File: src/rtl/bjts_pkg.sv
// ----------------------------------------------------------------------------
// bjts_pkg
// Shared types, codes and defaults for the binary Jaccard top-k search block.
// ----------------------------------------------------------------------------
`default_nettype none

package bjts_pkg;

  // Field widths fixed by the interface
  localparam int unsigned WORD_W    = 64;
  localparam int unsigned ACT_W     = 2;
  localparam int unsigned INDEX_W   = 20;
  localparam int unsigned COUNT_W   = 8;
  localparam int unsigned NCOUNT_W  = 5;

  // Parameter defaults
  localparam int unsigned DEF_VECTOR_WORDS = 2;
  localparam int unsigned DEF_K_MAX        = 16;
  localparam int unsigned DEF_MAX_VECTORS  = 1048576;

  localparam logic [NCOUNT_W-1:0] NCOUNT_RESET = 5'd1;

  // Action codes
  localparam logic [ACT_W-1:0] ACT_QUERY = 2'd0;
  localparam logic [ACT_W-1:0] ACT_DB    = 2'd1;
  localparam logic [ACT_W-1:0] ACT_FLUSH = 2'd2;

  // Controller to datapath
  typedef struct packed {
    logic accept;  // transaction taken this cycle
    logic insert;  // run the list insertion for the latched candidate
    logic emit;    // report the head of the list
  } bjts_cmd_t;

  // Datapath to controller
  typedef struct packed {
    logic ins_req;    // accepted word closes a vector that goes into the list
    logic flush_req;  // accepted item is a flush
    logic last_emit;  // current report is the last of the flush
  } bjts_stat_t;

endpackage

`default_nettype wire

File: src/rtl/bjts_ctrl.sv
// ----------------------------------------------------------------------------
// bjts_ctrl
// Sequencer: takes transactions, then runs insertion or flush reporting.
// ----------------------------------------------------------------------------
`default_nettype none

module bjts_ctrl (
  input  wire                 clk_i,
  input  wire                 rst_ni,
  input  wire                 start_i,
  output logic                busy_o,
  input  bjts_pkg::bjts_stat_t stat_i,
  output bjts_pkg::bjts_cmd_t  cmd_o
);

  localparam logic [1:0] ST_IDLE   = 2'd0;
  localparam logic [1:0] ST_INSERT = 2'd1;
  localparam logic [1:0] ST_FLUSH  = 2'd2;

  logic [1:0] state_q, state_d;
  logic       accept;

  assign accept = start_i && (state_q == ST_IDLE);
  assign busy_o = (state_q != ST_IDLE);

  always_comb begin
    state_d = state_q;
    unique case (state_q)
      ST_IDLE: begin
        if (accept && stat_i.ins_req) begin
          state_d = ST_INSERT;
        end else if (accept && stat_i.flush_req) begin
          state_d = ST_FLUSH;
        end
      end
      ST_INSERT: begin
        state_d = ST_IDLE;
      end
      ST_FLUSH: begin
        if (stat_i.last_emit) begin
          state_d = ST_IDLE;
        end
      end
      default: begin
        state_d = ST_IDLE;
      end
    endcase
  end

  always_ff @(posedge clk_i or negedge rst_ni) begin
    if (!rst_ni) begin
      state_q <= ST_IDLE;
    end else begin
      state_q <= state_d;
    end
  end

  assign cmd_o.accept = accept;
  assign cmd_o.insert = (state_q == ST_INSERT);
  assign cmd_o.emit   = (state_q == ST_FLUSH);

  // Insertion always returns to idle on the following cycle
  a_insert_one_cycle: assert property (@(posedge clk_i) disable iff (!rst_ni)
    (state_q == ST_INSERT) |=> (state_q == ST_IDLE))
    else $error("insertion did not return to idle");

endmodule

`default_nettype wire

File: config.mk
export PLATFORM = sky130hd
export DESIGN_NAME = bjts_ctrl
export DESIGN_NICKNAME = d
export VERILOG_FILES = /design/src/rtl/bjts_pkg.sv /design/src/rtl/bjts_ctrl.sv
export SDC_FILE = /design/constraint.sdc
export NUM_CORES = 1
export LEC_CHECK = 0
export BUFFER_PORTS_ARGS = -buffer_cell sky130_fd_sc_hd__buf_4
export CAP_MARGIN = 20
export CORE_AREA = 5 5 42 44
export CTS_BUF_LIST = sky130_fd_sc_hd__clkbuf_16
export CTS_CLUSTER_DIAMETER = 80
export CTS_CLUSTER_SIZE = 24
export DETAILED_ROUTE_END_ITERATION = 8
export DIE_AREA = 0 0 47 49
export PLACE_DENSITY = 0.31
export RECOVER_POWER = 25
export SETUP_SLACK_MARGIN = 0.4
export SYNTH_ARGS = -nofsm -noshare
export SYNTH_HDL_FRONTEND = slang
export SYNTH_SLANG_ARGS = --single-unit
File: constraint.sdc
create_clock -name clk_i -period 0.8 [get_ports clk_i]
set_input_delay 0.04 -clock clk_i [delete_from_list [all_inputs] [get_ports clk_i]]
set_output_delay 0.04 -clock clk_i [all_outputs]
set_load 0.1 [all_outputs]
# [Word-level counts from Yosys, hierarchy flattened]
# Index checks and enable logic that the tools add are counted.
[totals] reg_bits=2 input_bits=6 output_inout_bits=4 word_cells=15
[op_classes] n_eq_ne=4 n_mux=4 n_reduce_logical=6
[op_table] cell="$mux W2" count=3
[op_table] cell="$pmux W2 S2" count=1
[op_table] cell="$logic_and A1 B1 Y1" count=3
[op_table] cell="$ne A3 B1 Y1 const B" count=1
[op_table] cell="$eq A2 B1 Y1 const B" count=1
[op_table] cell="$eq A2 B2 Y1 const B" count=1
[op_table] cell="$logic_not A2 Y1" count=1
[op_table] cell="$ne A2 B2 Y1 const B" count=1
[op_table] cell="$reduce_and A2 Y1" count=1
[op_table] cell="$reduce_bool A2 Y1" count=1

# [Logic depth before layout (Yosys ltp)]
# Gate-level depths: netlist of run 1.
[depth] word_depth=6 mapped_depth=2 depth_no_buf=2

# [Worst setup path after synthesis of run 1]
# No wires, ideal clock.
[synth_path] kind="register to output" start="register state_q[1]" end="output port cmd_o[0] in the netlist's numbering" arrival_time_ns=1.753 required_ns=0.760 path_slack_ns=-0.993 path_stages_with_launch=2 path_buffers=0 cell_sequence="dfrtp_1 -> nor2b_1"
[synth_lines] item="start: declaration" line_no="bjts_ctrl.sv:20" source="logic [1:0] state_q, state_d;"
[synth_lines] item="start signal: assignment" line_no="bjts_ctrl.sv:54" source="state_q <= state_d;"
[synth_lines] item="end: declaration" line_no="bjts_ctrl.sv:13" source="output bjts_pkg::bjts_cmd_t cmd_o"

==> flow_metrics.tcl, run 1 <==
set metrics [dict create \
    outcome "finished with violations" \
    violations "setup timing" \
    syn_area_um2 118.9 \
    fill_cells 164 \
    tritoncts "done" \
    drive_gt1_share_pct 77.78 \
    cts-root-buf "clkbuf_16" \
    yosys.area.top_type "dfrtp_1" \
    min_to "state_q[0]$_DFFE_PN0P_" \
    netlist_instances 11 \
    r2r_setup_slack_ps -340 \
    path_max_fanout 5 \
    grt_pass1_vias 155 \
    cts.clk_slew.worst_paths_ps 30 \
    syn2layout_area_growth_pct 227.4 \
    rows 14 \
    yosysWarnings 0 \
    power_mw 1.184 \
    cts_buffer_depth 2 \
    largest_registers "state_q x2" \
    worst_slack_ps -375.7 \
    hold_class "input port to flop" \
    maxSlewViolCount 0 \
    grt_use_total_pct 4.863 \
    core_area_um2 1401 \
    fin_skew_ps 0.2345 \
    tightest_slew_ps 208.9 \
    via_count 135 \
    clock-sinks 2 \
    r2r-start "state_q[1]$_DFFE_PN0P_" \
    grt_overflow 0 \
    powerDensity_nw_per_um2 3042 \
    io_buffer_count 9 \
    die_h_um 49 \
    cts_buffers 3 \
    synthMuxAreaShare_pct 0 \
    dpl_worst_slack_ps -212.2 \
    clk-insertion-delay-late_ps 220 \
    grt_first_pass_wirelength_um 634 \
    drt-initial-drc-count 2 \
    drt_wl_total_um 381 \
    synth_area_leaders "dfrtp_1, nor3b_2, nand4bb_1, and2b_1, buf_4" \
    largest_reg_flops 2 \
    place_inst 35 \
    dieArea_um2 2303 \
    fmax_ghz 0.8505 \
    startpoint "state_q[0]$_DFFE_PN0P_" \
    finalNetCount 35 \
    synth-simple-area-share_pct 47.37 \
    gp_congestion 0.6195 \
    final_common_cell "buf_4" \
    regMostFlops "state_q" \
    reg2reg_to "state_q[1]$_DFFE_PN0P_" \
    final_cells 43 \
    syn_nets 17 \
    cp.arrival_ps 1140 \
    worstSetupPathType "flop to output pin" \
    final_cell_mix "buf_4, buf_12, clkbuf_16" \
    period_share_pct 147.0 \
    leakagePower_nw 0.1699 \
    required_ps 760 \
    synth_top_family_by_area "simple AND/OR/NAND/NOR gates" \
    drcViolationCount 0 \
    setup_tns_ps -1749 \
    die_x_um 47 \
    start_kind "flop" \
    grt_max_degree 6 \
    holdCritStartpoint "stat_i[2]" \
    hold_depth 2 \
    ant_nets 0 \
    drtPass1Iterations 2 \
    rr_worst_depth 5 \
    hold_viol 0 \
    cap_viol_max_count 0 \
    synth_xor_area_share_pct 0 \
    synth_compound_area_share_pct 4.211 \
    n_antenna_cell 0 \
    peakVddDrop_mv 0.7837 \
    synth_cell_type_count 10 \
    cp-end-kind "output pin" \
    ys_seq_elements 2 \
    initial_core_util_pct 8.482 \
    slew_headroom_pct 86.06 \
    wire_per_inst_um 8.860 \
    io_pins 10 \
    post-route-min-period_ps 1176 \
    ys_seq_area_share_pct 42.11 \
    synth_fa_ha_area_share_pct 0 \
    rsz0062_at_grt "yes" \
    htreeDepth 1 \
    setup_viol 6 \
    synth_top_area_share_pct 42.11 \
    viasPerCell 3.140 \
    utilization_pct 27.77 \
    avgSynthCellArea_um2 10.81 \
    antenna_found_initial 0 \
]
cells in the mapped netlist:
library cell,n
and2b_1,1
nand4bb_1,1
dfrtp_1,2
nor2b_1,1
or2_2,1
and2_1,1
nand2b_1,1
buf_4,1
a21oi_1,1
nor3b_2,1
report_power, final:
group	internal (mW)	switching [mW]
logic	0.140	0.172
clock network	0.636	0.111
registers	0.111	0.0147
per-layer routing:
layer  global-route usage [%]  up-vias  routed length, µm
li1                         -       70                  -
met4                    5.530        0                  0
met2                    4.072       12                136
met1                    5.066       53                168
met3                    5.904        0                 76
met5                        0        -                  0
critical path: stages, from the launching register on:
cell,delay (ps)
dfrtp_2,450
nor3b_4,260
buf_12,210
repair_timing:
item | CTS | global route
hold endpoints to repair | 2 | 0
pin swaps | 1 | 4
setup endpoints to repair | 6 | 6
buffers inserted | 3 | 1
resized for setup | 14 | 4
cloned | 0 | 0
hold buffers | 1 | 0
how the worst max path moves through the flow:
stage,to,slack (ps)
floorplan,busy_o,-170
finish,cmd_o[2],-380
CTS,cmd_o[2],-390
global placement,cmd_o[2],-200
global route,cmd_o[2],-430
detailed placement,busy_o,-210
cells by family (layout without fill, tap and decap cells):
family          after synthesis  in the layout
simple gates                  7              7
flops                         2              2
compound gates                1              1
buf+inv                       1             17
through the flow:
stage               hold WS [ps]  area [µm²]
floorplan                 -255.6       132.6
global placement          -175.0       209.0
detailed placement        -175.7       209.0
CTS                        45.96       369.1
global route               50.66       389.1
finish                     40.73       389.1
area by class of cell:
cell class | count | area [µm²] | area share, %
clock buffer | 3 | 75.07 | 19.29
tap | 16 | 20.02 | 5.145
multi-input combinational | 8 | 80.08 | 20.58
timing repair buffer | 14 | 161.4 | 41.48
sequential | 2 | 52.55 | 13.50
No activity file was read; power rests on OpenSTA's default activity.
==> inputs of run 2 (changes only) <==
--- a/config.mk
+++ b/config.mk
@@ -7,15 +7,16 @@
 export LEC_CHECK = 0
 export BUFFER_PORTS_ARGS = -buffer_cell sky130_fd_sc_hd__buf_4
 export CAP_MARGIN = 20
-export CORE_AREA = 5 5 42 44
+export CORE_AREA = 4 4 41 43
 export CTS_BUF_LIST = sky130_fd_sc_hd__clkbuf_16
-export CTS_CLUSTER_DIAMETER = 80
+export CTS_CLUSTER_DIAMETER = 100
 export CTS_CLUSTER_SIZE = 24
 export DETAILED_ROUTE_END_ITERATION = 8
-export DIE_AREA = 0 0 47 49
+export DIE_AREA = 0 0 45 47
 export PLACE_DENSITY = 0.31
 export RECOVER_POWER = 25
 export SETUP_SLACK_MARGIN = 0.4
+export SKIP_CTS_REPAIR_TIMING = 1
 export SYNTH_ARGS = -nofsm -noshare
 export SYNTH_HDL_FRONTEND = slang
 export SYNTH_SLANG_ARGS = --single-unit
==> flow_metrics.tcl, run 2 (synthesized netlist as in run 1, its figures left out) <==
set metrics [dict create \
    worst_slack_ps -351.8 \
    rows 13 \
    antenna_found_initial 0 \
    htreeDepth 1 \
    drive_gt1_share_pct 76.00 \
    tightest_slew_ps 207.1 \
    slowest_delay_ps 430 \
    outcome "finished with violations" \
    cts.clk_slew.worst_paths_ps 30 \
    drtPass1Iterations 1 \
    cts-root-buf "clkbuf_16" \
    die_x_um 45 \
    powerDensity_nw_per_um2 3169 \
    final_cell_mix "buf_4, buf_12, clkbuf_16" \
    fill_cells 147 \
    die_h_um 47 \
    initial_core_util_pct 9.135 \
    dpl_worst_slack_ps -214.4 \
    cts_buffers 3 \
    maxSlewViolCount 0 \
    regMostFlops "state_q" \
    gp_congestion 0.6839 \
    cp.arrival_ps 1110 \
    cts_buffer_depth 2 \
    ant_nets 0 \
    fin_skew_ps 0.05324 \
    setup_tns_ps -1621 \
    fmax_ghz 0.8682 \
    drt-initial-drc-count 0 \
    wire_per_inst_um 8.550 \
    cp_cell_sequence "nor3b_4 > buf_12" \
    cap_viol_max_count 0 \
    core_area_um2 1301 \
    path_max_fanout 5 \
    hold_class "input port to flop" \
    grt_use_total_pct 3.946 \
    hold_depth 2 \
    rsz0062_at_grt "yes" \
    post-route-min-period_ps 1152 \
    io_pins 10 \
    worstSetupPathType "flop to output pin" \
    clock-sinks 2 \
    hold_viol 0 \
    cpMaxStageDelayCell "dfrtp_2" \
    leakagePower_nw 0.1577 \
    critPathTopFamily "flip-flops" \
    start_kind "flop" \
    clk-insertion-delay-late_ps 220 \
    final_common_cell "buf_4" \
    grt_max_degree 6 \
    io_buffer_count 9 \
    drt_wl_total_um 342 \
    slew_headroom_pct 86.18 \
    cp-end-kind "output pin" \
    tritoncts "done" \
    drcViolationCount 0 \
    peakVddDrop_mv 0.9146 \
    largest_registers "state_q x2" \
    dieArea_um2 2115 \
    viasPerCell 3.150 \
    required_ps 760 \
    rr_worst_depth 3 \
    setup_viol 6 \
    syn2layout_area_growth_pct 207.4 \
    n_antenna_cell 0 \
    violations "setup timing" \
    grt_overflow 0 \
    largest_reg_flops 2 \
    cp_num_buf_inv 1 \
    via_count 126 \
    power_mw 1.158 \
    crit_cells 2 \
    period_share_pct 144.0 \
    grt_pass1_vias 158 \
    grt_first_pass_wirelength_um 558 \
    finalNetCount 33 \
]
## run 2: cell count changes in the layout (fill, tap and decap cells not counted), sizes merged
cell,previous run,this run
buf,12,10
## run 2: layer usage
metal	GRT usage, %	share of wire (%)	wire [µm]	up-vias
met1	4.762	43	147	54
met3	1.533	9.6	33	0
met2	4.520	47	161	8
li1	-	-	-	64
met5	0	0	0	-
met4	5.263	0	0	0
## run 2: metrics by stage
stage / instances / util, % / hold slack [ps] / instance area (µm²)
global placement: 35 / 16.54 / -176.4 / 215.2
global route: 40 / 28.08 / 58.91 / 365.4
floorplan: 11 / - / -255.6 / 132.6
finish: 40 / 28.08 / 55.58 / 365.4
CTS: 38 / 22.31 / -402.9 / 290.3
detailed placement: 35 / 16.54 / -177.3 / 215.2
## run 2: final cells by class
cell class	instances	area (µm²)	area share, %
Timing Repair Buffer	12	138.9	38.01
Multi-Input combinational cell	8	80.08	21.92
Clock buffer	3	75.07	20.55
Sequential cell	2	52.55	14.38
Tap cell	15	18.77	5.137
## run 2: path summary, 6_finish.rpt
| check | to | startpoint | slack [ps] |
|---|---|---|---|
| worst max-delay path | cmd_o[2] | state_q[0]$_DFFE_PN0P_ | -350 |
| worst min-delay path | state_q[0]$_DFFE_PN0P_ | stat_i[2] | 60 |
| worst max register to register | state_q[1]$_DFFE_PN0P_ | state_q[1]$_DFFE_PN0P_ | -160 |
| worst min register to register | state_q[1]$_DFFE_PN0P_ | state_q[0]$_DFFE_PN0P_ | 510 |
| max in group asynchronous | state_q[0]$_DFFE_PN0P_ | rst_ni | 520 |
| min in group asynchronous | state_q[1]$_DFFE_PN0P_ | rst_ni | 140 |
## run 2: power breakdown
group	leakage [nW]	total [mW]	internal (mW)	switching (mW)
clock	0.0370	0.738	0.635	0.103
sequential	0.0237	0.124	0.111	0.0135
combinational	0.0970	0.295	0.126	0.169
total	0.158	1.16	0.872	0.286
## run 2: worst reg2reg max path: cells and delay by family, from the launching register on
kind                   cells  cell delay, ps
AOI/OAI and AO/OA          1             140
and+or+nand+nor            1             160
buffers and inverters      1             150
DFF                        1             440
